==> src/hw/rtl/fpr_pkg.sv <==
// Types and constants of the framed packet receiver.
package fpr_pkg;

   localparam int BYTE_W     = 8;
   localparam int CSR_IDX_W  = 1;
   localparam int INDEX_LIMIT = 64;
   localparam logic [BYTE_W-1:0] CSUM_MASK = 8'h7f;

   typedef enum logic [CSR_IDX_W-1:0] {
      REG_HEAD = 1'b0,
      REG_END  = 1'b1
   } csr_reg_type;

   typedef enum logic [2:0] {
      STAT_IGNORED  = 3'd0,
      STAT_STARTED  = 3'd1,
      STAT_STORED   = 3'd2,
      STAT_DROPPED  = 3'd3,
      STAT_FRAME_OK = 3'd4,
      STAT_CSUM_BAD = 3'd5,
      STAT_OVERFLOW = 3'd6
   } status_type;

   typedef enum logic [1:0] {
      ST_IDLE = 2'b01,
      ST_SEND = 2'b10
   } state_type;

endpackage

==> src/hw/rtl/fpr_ifs.sv <==
// Request and response channel interfaces of the framed packet receiver.
interface fpr_req_if;
   logic                       valid;
   logic                       ready;
   logic [fpr_pkg::BYTE_W-1:0] rx_byte;

   modport source (output valid, output rx_byte, input ready);
   modport sink (input valid, input rx_byte, output ready);
endinterface

interface fpr_rsp_if;
   logic                       valid;
   logic                       ready;
   logic [2:0]                 status;
   logic [fpr_pkg::BYTE_W-1:0] data_byte;
   logic                       last;

   modport source (output valid, output status, output data_byte, output last, input ready);
   modport sink (input valid, input status, input data_byte, input last, output ready);
endinterface

==> src/hw/rtl/framed_packet_receiver.sv <==
// Framed packet receiver: a byte equal to the head register opens a frame, following bytes
// are kept in an on-chip frame store, and a byte equal to the end register closes the frame
// and checks it (the low 7 bits of the sum of all stored bytes but the last must equal the
// last stored byte). A good frame is sent out as one response per stored byte, in order,
// with last set on the final one; every other byte gives one status response. The end
// byte of a good frame holds off the request channel while the frame is read out, because
// the frame store has one read port and gives one entry per cycle while the response
// channel is not stalled. There is a single response register and a new byte is taken
// only when it is empty or empties in that same cycle, so a stalled response channel
// stalls the request channel as well. The frame store needs no clearing after reset; the
// head and end registers reset to zero.
module framed_packet_receiver #(
   parameter int STORE_DEPTH = 64
) (
   input  logic                          clock,
   input  logic                          reset,
   input  logic                          csr_write_en,
   input  logic [fpr_pkg::CSR_IDX_W-1:0] csr_index,
   input  logic [fpr_pkg::BYTE_W-1:0]    csr_wdata,
   fpr_req_if.sink                       req_if,
   fpr_rsp_if.source                     rsp_if
);
   import fpr_pkg::*;

   localparam int CNT_W = $clog2(STORE_DEPTH);
   localparam logic [CNT_W-1:0] CNT_FULL = CNT_W'(STORE_DEPTH - 1);

   state_type          state_ff, state_in;
   logic               frame_open_ff, frame_open_in;
   logic [CNT_W-1:0]   count_ff, count_in;
   logic [BYTE_W-1:0]  sum_ff, sum_in;
   logic [BYTE_W-1:0]  last_stored_ff, last_stored_in;
   logic [BYTE_W-1:0]  head_ff, head_in;
   logic [BYTE_W-1:0]  end_ff, end_in;
   logic [CNT_W-1:0]   idx_ff, idx_in;
   logic               rsp_valid_ff, rsp_valid_in;
   status_type         rsp_status_ff, rsp_status_in;
   logic [BYTE_W-1:0]  rsp_data_ff, rsp_data_in;
   logic               rsp_last_ff, rsp_last_in;

   logic               out_free;
   logic               accept;
   logic               room;
   logic               csum_ok;
   logic               at_last;
   logic [BYTE_W-1:0]  rx;
   logic [BYTE_W-1:0]  body;
   logic               wr_en;
   logic [CNT_W-1:0]   rd_addr;
   logic [BYTE_W-1:0]  rd_data;

   fpr_ram #(
      .WIDTH (BYTE_W),
      .DEPTH (STORE_DEPTH)
   ) u_frame_store (
      .clock   (clock),
      .wr_en   (wr_en),
      .wr_addr (count_ff),
      .wr_data (rx),
      .rd_addr (rd_addr),
      .rd_data (rd_data)
   );

   assign rx       = req_if.rx_byte;
   assign out_free = !rsp_valid_ff || rsp_if.ready;
   assign req_if.ready = (state_ff == ST_IDLE) && out_free;
   assign accept   = req_if.valid && req_if.ready;
   assign room     = count_ff < CNT_FULL;
   assign body     = (sum_ff - last_stored_ff) & CSUM_MASK;
   assign csum_ok  = (count_ff != '0) && (body == last_stored_ff);
   assign at_last  = idx_ff == (count_ff - CNT_W'(1));

   always_comb begin
      head_in = head_ff;
      end_in  = end_ff;
      if (csr_write_en) begin
         unique case (csr_index)
            REG_HEAD: head_in = csr_wdata;
            REG_END:  end_in  = csr_wdata;
            default:  ;
         endcase
      end
   end

   always_comb begin
      state_in       = state_ff;
      frame_open_in  = frame_open_ff;
      count_in       = count_ff;
      sum_in         = sum_ff;
      last_stored_in = last_stored_ff;
      rsp_valid_in   = rsp_valid_ff && !rsp_if.ready;
      rsp_status_in  = rsp_status_ff;
      rsp_data_in    = rsp_data_ff;
      rsp_last_in    = rsp_last_ff;
      wr_en          = 1'b0;
      rd_addr        = '0;

      unique case (state_ff)
         ST_IDLE: begin
            if (accept) begin
               rsp_valid_in = 1'b1;
               rsp_data_in  = rx;
               rsp_last_in  = 1'b1;
               if (int'(count_ff) >= INDEX_LIMIT) begin
                  frame_open_in = 1'b0;
                  count_in      = '0;
                  sum_in        = '0;
                  rsp_status_in = STAT_OVERFLOW;
               end else if (rx == head_ff) begin
                  frame_open_in = 1'b1;
                  count_in      = '0;
                  sum_in        = '0;
                  rsp_status_in = STAT_STARTED;
               end else if (!frame_open_ff) begin
                  rsp_status_in = STAT_IGNORED;
               end else if (rx == end_ff) begin
                  frame_open_in = 1'b0;
                  if (csum_ok) begin
                     // Read out the frame; first entry is read at this edge.
                     rsp_valid_in = rsp_valid_ff && !rsp_if.ready;
                     rsp_status_in = rsp_status_ff;
                     rsp_data_in   = rsp_data_ff;
                     rsp_last_in   = rsp_last_ff;
                     state_in      = ST_SEND;
                  end else begin
                     wr_en         = room;
                     rsp_status_in = STAT_CSUM_BAD;
                  end
               end else begin
                  wr_en         = room;
                  rsp_status_in = room ? STAT_STORED : STAT_DROPPED;
               end
               if (wr_en) begin
                  count_in       = count_ff + CNT_W'(1);
                  sum_in         = sum_ff + rx;
                  last_stored_in = rx;
               end
            end
         end
         ST_SEND: begin
            rd_addr = idx_ff;
            if (out_free) begin
               rsp_valid_in  = 1'b1;
               rsp_status_in = STAT_FRAME_OK;
               rsp_data_in   = rd_data;
               rsp_last_in   = at_last;
               if (at_last) begin
                  state_in = ST_IDLE;
               end else begin
                  rd_addr = idx_ff + CNT_W'(1);
               end
            end
         end
         default: state_in = ST_IDLE;
      endcase
   end

   // Read data reflects the entry at idx_ff in ST_SEND, where nothing is written.
   assign idx_in = rd_addr;

   always_ff @(posedge clock) begin
      if (reset) begin
         state_ff       <= ST_IDLE;
         frame_open_ff  <= 1'b0;
         count_ff       <= '0;
         sum_ff         <= '0;
         last_stored_ff <= '0;
         head_ff        <= '0;
         end_ff         <= '0;
         rsp_valid_ff   <= 1'b0;
      end else begin
         state_ff       <= state_in;
         frame_open_ff  <= frame_open_in;
         count_ff       <= count_in;
         sum_ff         <= sum_in;
         last_stored_ff <= last_stored_in;
         head_ff        <= head_in;
         end_ff         <= end_in;
         rsp_valid_ff   <= rsp_valid_in;
      end
   end

   always_ff @(posedge clock) begin
      idx_ff        <= idx_in;
      rsp_status_ff <= rsp_status_in;
      rsp_data_ff   <= rsp_data_in;
      rsp_last_ff   <= rsp_last_in;
   end

   assign rsp_if.valid     = rsp_valid_ff;
   assign rsp_if.status    = rsp_status_ff;
   assign rsp_if.data_byte = rsp_data_ff;
   assign rsp_if.last      = rsp_last_ff;

endmodule

==> src/hw/rtl/fpr_ram.sv <==
// Generic single-write, single-read RAM with registered read data.
module fpr_ram #(
   parameter int WIDTH = 8,
   parameter int DEPTH = 64
) (
   input  logic                     clock,
   input  logic                     wr_en,
   input  logic [$clog2(DEPTH)-1:0] wr_addr,
   input  logic [WIDTH-1:0]         wr_data,
   input  logic [$clog2(DEPTH)-1:0] rd_addr,
   output logic [WIDTH-1:0]         rd_data
);

   logic [WIDTH-1:0] mem_ff [DEPTH];
   logic [WIDTH-1:0] rd_data_ff;

   always_ff @(posedge clock) begin
      if (wr_en) begin
         mem_ff[wr_addr] <= wr_data;
      end
      rd_data_ff <= mem_ff[rd_addr];
   end

   assign rd_data = rd_data_ff;

endmodule

==> src/flat_wrapper.sv <==
// flat-port wrapper written by rule: the top's interface ports become plain ports
module framed_packet_receiver_flat import fpr_pkg::*;
#(
   parameter int STORE_DEPTH = 64
)
  (clock, reset, csr_write_en, csr_index, csr_wdata, req_if_valid, req_if_rx_byte, req_if_ready, rsp_if_valid, rsp_if_status, rsp_if_data_byte, rsp_if_last, rsp_if_ready);
  fpr_req_if req_if_i ();
  fpr_rsp_if rsp_if_i ();
  input  logic clock;
  input  logic reset;
  input  logic csr_write_en;
  input  logic [fpr_pkg::CSR_IDX_W-1:0] csr_index;
  input  logic [fpr_pkg::BYTE_W-1:0] csr_wdata;
  input wire logic [$bits(req_if_i.valid)-1:0] req_if_valid;
  input wire logic [$bits(req_if_i.rx_byte)-1:0] req_if_rx_byte;
  output wire logic [$bits(req_if_i.ready)-1:0] req_if_ready;
  output wire logic [$bits(rsp_if_i.valid)-1:0] rsp_if_valid;
  output wire logic [$bits(rsp_if_i.status)-1:0] rsp_if_status;
  output wire logic [$bits(rsp_if_i.data_byte)-1:0] rsp_if_data_byte;
  output wire logic [$bits(rsp_if_i.last)-1:0] rsp_if_last;
  input wire logic [$bits(rsp_if_i.ready)-1:0] rsp_if_ready;
  assign req_if_i.valid = req_if_valid;
  assign req_if_i.rx_byte = req_if_rx_byte;
  assign req_if_ready = req_if_i.ready;
  assign rsp_if_valid = rsp_if_i.valid;
  assign rsp_if_status = rsp_if_i.status;
  assign rsp_if_data_byte = rsp_if_i.data_byte;
  assign rsp_if_last = rsp_if_i.last;
  assign rsp_if_i.ready = rsp_if_ready;
  framed_packet_receiver #(.STORE_DEPTH(STORE_DEPTH)) u_core (.clock(clock), .reset(reset), .csr_write_en(csr_write_en), .csr_index(csr_index), .csr_wdata(csr_wdata), .req_if(req_if_i), .rsp_if(rsp_if_i));
endmodule
==> config.mk <==
export PLATFORM = sky130hd
export DESIGN_NAME = framed_packet_receiver_flat
export DESIGN_NICKNAME = d
export VERILOG_FILES = /design/src/hw/rtl/fpr_pkg.sv /design/src/hw/rtl/fpr_ifs.sv /design/src/hw/rtl/framed_packet_receiver.sv /design/src/hw/rtl/fpr_ram.sv /design/src/flat_wrapper.sv
export SDC_FILE = /design/constraint.sdc
export NUM_CORES = 1
export LEC_CHECK = 0
export BUFFER_PORTS_ARGS = -buffer_cell sky130_fd_sc_hd__buf_2
export CAP_MARGIN = 20
export CORE_ASPECT_RATIO = 0.8
export CORE_MARGIN = 5
export CORE_UTILIZATION = 63
export CTS_BUF_LIST = sky130_fd_sc_hd__clkbuf_16
export DETAILED_ROUTE_END_ITERATION = 6
export PLACE_DENSITY = 0.91
export SLEW_MARGIN = 20
export SYNTH_ARGS = -nofsm -noshare
export SYNTH_HDL_FRONTEND = slang
export SYNTH_SLANG_ARGS = --single-unit
==> constraint.sdc <==
create_clock -name clock -period 4.99 [get_ports clock]
set_input_delay 0.998 -clock clock [delete_from_list [all_inputs] [get_ports clock]]
set_output_delay 0.998 -clock clock [all_outputs]
set_load 0.02 [all_outputs]
== After elaboration in Yosys (flattened, before gate mapping) ==
Memories as Yosys holds them, arrays and structs flattened. A register that Yosys moved wholly into a read port is not among the register bits.
Cells that the tools add are included.

* Register bits after elaboration: 60
* RAM bits: 512
* Input port bits: 22
* Output and inout port bits: 14
* Logic and storage cells: 108
* Memories kept: 1

* Add/sub/neg operators: 5
* $lt $le $gt $ge: 1
* Equal/unequal tests: 14
* Mux-type cells: 57
* Bitwise gates (word level): 1
* Reductions and logical operators: 17

{| class="wikitable"
|+ Memories
! name !! words !! bits a word !! rd ports !! clocked after memory_dff !! wr ports !! line !! RTL
|-
| u_core.u_frame_store.mem_ff || 64 || 8 || 1 || 1 || 1 || fpr_ram.sv:14 || <nowiki>logic [WIDTH-1:0] mem_ff [DEPTH];</nowiki>
|}

{| class="wikitable"
|+ Operator list
! cell !! number
|-
| 2-to-1 mux 8 bit || 8
|-
| 2-to-1 mux 6 bit || 5
|-
| 2-to-1 mux 1 bit || 26
|-
| 2-to-1 mux 3 bit || 6
|-
| equality test 8 bit || 2
|-
| case mux 8 bit (2 select lines) || 1
|-
| 2-to-1 mux 2 bit || 7
|-
| adder 6 x 1 -> 6 bit (second input constant) || 2
|-
| inequality test 2 x 1 -> 1 bit (second input constant) || 5
|-
| adder 8 bit || 1
|-
| equality test 7 x 8 -> 1 bit || 1
|-
| AND reduction 7 bit || 1
|-
| subtractor 7 bit || 1
|-
| equality test 6 bit || 1
|-
| less-than comparator 6 bit (second input constant) || 1
|-
| case mux 3 bit (2 select lines) || 1
|-
| AND reduction 2 bit || 3
|-
| AND reduction 3 bit || 2
|-
| nonzero test 6 bit || 1
|-
| subtractor 6 x 1 -> 6 bit (second input constant) || 1
|-
| inequality test 5 bit (second input constant) || 1
|-
| logical AND 1 bit || 4
|-
| inequality test 2 bit (second input constant) || 2
|-
| case mux 1 bit (2 select lines) || 2
|-
| other kinds (8) || 10
|}

== Depth between registers and ports, before layout ==
* Depth after elaboration: 13
* Gate-level depth with buffers: 18
* Gate-level depth less buffers: 13

== Modules after synthesis ==
Synthesis repeated with hierarchy kept, for this count alone.

* Cells, all modules: 1349
* Area total of the unflattened synthesis: 23648.9 sq um

{| class="wikitable"
|+ By module, submodules not included
! module !! times used !! cells each !! area each (sq um) !! sequential area each (sq um)
|-
| fpr_ram || 1 || 967 || 20236.9 || 15534.9
|-
| framed_packet_receiver || 1 || 382 || 3412.0 || 1281.2
|}

== Worst setup path after synthesis ==
OpenSTA, ideal clock, no wires.

* Kind: input to register
* Start: input port rsp_if_ready
* End: memory u_core.u_frame_store.mem_ff[15][0] (enable)
* Setup time: 0.370 ns
* Data arrival time: 3.623 ns
* Data required time: 4.620 ns
* Slack: 0.997 ns
* Stages on the path: 8
* Buffers on the path: 2
* Cell sequence: nand2b_1 clkbuf_1 and2_1 nand2_1 nor4_1 or4b_2 clkbuf_1 nor2_1

* Cells in the longest elaborated chain, start to end: 7

{| class="wikitable"
|+ RTL lines
! element !! line !! RTL
|-
| from (decl) || flat_wrapper.sv:21 || <nowiki>input wire logic [$bits(rsp_if_i.ready)-1:0] rsp_if_ready;</nowiki>
|-
| logical OR 1 bit || framed_packet_receiver.sv:65 || <nowiki>assign out_free = !rsp_valid_ff || rsp_if.ready;</nowiki>
|-
| logical AND 1 bit || framed_packet_receiver.sv:66 || <nowiki>assign req_if.ready = (state_ff == ST_IDLE) && out_free;</nowiki>
|-
| named net req_if_ready || flat_wrapper.sv:16 || <nowiki>output wire logic [$bits(req_if_i.ready)-1:0] req_if_ready;</nowiki>
|-
| logical AND 1 bit || framed_packet_receiver.sv:67 || <nowiki>assign accept = req_if.valid && req_if.ready;</nowiki>
|-
| 2-to-1 mux 1 bit || framed_packet_receiver.sv:100 || <nowiki>if (accept) begin</nowiki>
|-
| 2-to-1 mux 1 bit || framed_packet_receiver.sv:98 || <nowiki>unique case (state_ff)</nowiki>
|-
| 2-to-1 mux 1 bit || fpr_ram.sv:18 || <nowiki>if (wr_en) begin</nowiki>
|-
| 2-to-1 mux 1 bit (implied by the code) || fpr_ram.sv:19 || <nowiki>mem_ff[wr_addr] <= wr_data;</nowiki>
|-
| to (decl) || fpr_ram.sv:14 ||
|}

The timed path passes the listed nets, and every way through them passes these cells.

== Worst setup path after layout ==
* Start: register u_core.count_ff[0]
* End: register u_core.u_frame_store.rd_data_ff[0], in the netlist u_core.u_frame_store.rd_data[0] (read register of u_core.u_frame_store.mem_ff)

* Cells in the longest elaborated chain, start to end: 5

{| class="wikitable"
|+ RTL lines
! element !! line !! RTL
|-
| from (decl) || framed_packet_receiver.sv:30 || <nowiki>logic [CNT_W-1:0] count_ff, count_in;</nowiki>
|-
| from (signal assigned) || framed_packet_receiver.sv:174 || <nowiki>count_ff <= count_in;</nowiki>
|-
| subtractor 6 x 1 -> 6 bit || framed_packet_receiver.sv:71 || <nowiki>assign at_last = idx_ff == (count_ff - CNT_W'(1));</nowiki>
|-
| equality test 6 bit || framed_packet_receiver.sv:71 ||
|-
| 2-to-1 mux 6 bit || framed_packet_receiver.sv:147 || <nowiki>if (at_last) begin</nowiki>
|-
| 2-to-1 mux 6 bit || framed_packet_receiver.sv:142 || <nowiki>if (out_free) begin</nowiki>
|-
| 2-to-1 mux 6 bit || framed_packet_receiver.sv:98 ||
|-
| to (decl) || fpr_ram.sv:15 || <nowiki>logic [WIDTH-1:0] rd_data_ff;</nowiki>
|}

No other way between the ends.
A chain may end at the register's enable or synchronous reset.

==> results.md <==
* Status: complete, but fails checks
* Failing checks: design-rule violations
* CTS HTree Levels at 2
* Global-route wire length before repair at 98.6 mm
* Skew-Pair Late Insertion Delay at 0.60 ns
* PwrDens at 356 nW/um^2
* Drt pass-1 iters at 7
* Share of cells above drive strength 1 at 0.100
* Max Cap Violations at 0
* Post-route minimum period at 4.90 ns
* Post-synthesis cell area at 24,400 um^2
* Largest stage delay, worst path at 0.68 ns
* Routed via count at 17.1k
* Routed Antenna Nets at 0
* Fin Hold WS at 0.481 ns
* Post-synth top flop: edfxtp_1
* I/O pin total at 36
* Synth top area share at 0.646
* Final Cycle Share at 0.983
* Antenna violations before repair at 2
* Max Clock Freq at 0.204 GHz
* 1st-iter DRT viols at 3,278
* Maximum number of pins on one net before global-route repair at 146
* Final WL at 65.3 mm
* Starting Density at 0.638
* Skew final at 0.0174 ns
* Final Max Slew Viols at 0
* Crit path DAT at 5.32 ns
* Synthesized net count at 1,951
* Final setup viols at 0
* Post-synth cell types at 79
* Post-synthesis sequential area ratio at 0.690
* Worst-margin pin slew at 1.01 ns
* Yosys reg bits at 578
* CP Capture Type: register
* Hpwl dp at 39.0 mm
* Die span in x at 230 um
* Post CTS Setup Buffer Count at 0
* Placeable Area at 38,200 um^2
* RSZ-0062 raised after global routing: false
* Synth cell count leaders: 524 x edfxtp_1, 291 x nand2_1, 158 x a21oi_1
* Count leader, synth: edfxtp_1
* Tot GR Track Use at 0.302
* Syn Area/Cell at 12.8 um^2
* Kind of critical path: register to register
* Synth area leaders: edfxtp_1 65%, nand2_1 4.5%, dfxtp_1 4.4%
* Required time worst endpoint at 5.41 ns
* Cell count after synthesis at 1,910
* Peak supply drop at 0.000337 V
* Clock tree sinks at 578
* Area grow syn2layout at 9.60%
* Clock slew at reported path FFs at 0.07 ns
* Vias/cell at 7.02
* Worst-path cell chain: inv_1 > ha_1 > xnor2_1 > a22oi_1 > o21a_1 > o22ai_4 > mux2i_4 > clkinv_2 > buf_4 > a211o_1 > nand4_1 > o21ai_0 > nor4_1 > nand4b_1
* Asr flop ratio synth at 0
* Crit Path Max Fanout at 21
* Post-synth EDFFs at 524
* Deepest clock path buffer count at 3
* Cell Rows at 64
* LEAKAGE at 8.87 nW
* Die footprint at 42,700 um^2
* Buffers added on ports at 35
* Die Ht at 186 um
* Residual DRC at 12
* Slowest cell on crit path: nor4_1
* Clk root buf: clkbuf_16
* Rel. slew slack at 0.328
* CTS tree: built
* Vias in the first global route at 16.2k
* Final hold viol count at 0
* Post-CTS resize count at 0
* Nature of the critical path startpoint: register
* Post-layout util at 0.699
* Nets at 1,945
* Yosys warnings at 0
* Post-synth top area cell: edfxtp_1
* Worst min path class: register to register
* Gpl congestion at 0.940
* WL/cell at 26.8 um
* Grt total ovfl at 0
* Hold-fix buffers at CTS at 0
* Total CTS buffers at 52
==> per-stage QoR <==
step	total power, W	instance area, um^2	std cells	setup TNS (ns)	setup WS, ns
floorplan	0.00545	24400	1910	0	0.997
global placement	0.00557	25000	2344	-8.57	-0.155
detailed placement	0.00558	25000	2345	0	0.160
CTS	0.00950	26700	2440	0	0.179
global route	0.00974	26700	2440	0	0.00817
finish	0.00951	26700	2441	0	0.0862
==> registers in the layout, summed over array words and instances (netlist names), 2 cells and up <==
| name | flops |
|---|---|
| u_core.head_ff | 8 |
| u_core.count_ff | 6 |
| u_core.state_ff | 2 |
| u_core.idx_ff | 6 |
| u_core.last_stored_ff | 7 |
| u_core.u_frame_store.mem_ff | 512 |
| u_core.u_frame_store.rd_data | 8 |
| u_core.rsp_if.status | 3 |
| u_core.sum_ff | 7 |
| u_core.end_ff | 8 |
| u_core.rsp_if.data_byte | 8 |
==> layer usage <==
layer	share of wire	vias to the layer above	GRT usage
met1	0.37	8272	0.438
met5	0.00031	-	0
met3	0.14	212	0.0782
li1	-	7213	-
met4	0.034	2	0.0915
met2	0.45	1435	0.460
==> worst max-delay path: cells and delay by family, from the launching register on <==
family,cells,cell delay [ns]
AOI/OAI and AO/OA,5,1.20
and+or+nand+nor,3,1.01
buffers and inverters,3,0.97
DFF,1,0.62
muxes,1,0.39
adders and majority gates,1,0.33
xor gates and xnor gates,1,0.20
==> where the power goes <==
part           switching, W  total [W]  internal, W
clock               0.00177    0.00403      0.00226
combinational      0.000146   0.000186    0.0000394
sequential       0.00000805    0.00529      0.00528
total               0.00192    0.00951      0.00759
==> cell families (layout without fill, tap and decap cells) <==
logic type	after synthesis	after routing	synth area share
muxes	21	21	0.00955
AOI/OAI and AO/OA	434	434	0.125
and+or+nand+nor	656	656	0.123
xor gates and xnor gates	37	37	0.0133
other	0	1	0
adders and majority gates	19	19	0.0104
buffers and inverters	165	200	0.0288
DFF	578	578	0.690
==> layout make-up <==
cell class              count  area, um^2
inverters                  33         128
flip-flops and latches    578       16800
repair buffers             72         532
well taps                 495         619
multi-input cells        1167        6920
clock buffers              54        1350
fillers                  2435       11500
diodes                      1        2.50
clock inverters            41         344
==> worst paths after layout <==
| path | startpoint | to | slack (ns) | cells past startpoint |
|---|---|---|---|---|
| min reg2reg | u_core.end_ff[6] | u_core.end_ff[6] | 0.48 | 2 |
| max | u_core.count_ff[0] | u_core.u_frame_store.rd_data[0] | 0.09 | 14 |
| max reg2reg | u_core.count_ff[0] | u_core.u_frame_store.rd_data[0] | 0.09 | 14 |
| min | u_core.end_ff[6] | u_core.end_ff[6] | 0.48 | 2 |
==> placed cells by master (no fill, tap or decap), types with 14 or more instances in the layout <==
cell type	count
a22o_1	21
a31oi_1	14
buf_2	35
nand3_1	150
a211oi_1	23
inv_1	33
ha_1	16
xnor2_1	20
a32oi_1	33
clkbuf_16	54
dfxtp_1	54
a32o_1	44
clkinv_1	17
o22ai_1	14
nand4_1	17
nor2_1	114
o21ai_0	43
a21oi_1	157
and3_1	22
buf_4	30
edfxtp_1	524
xor2_1	17
nand2_1	291
Note: power is estimated with default switching activity, not from simulation.
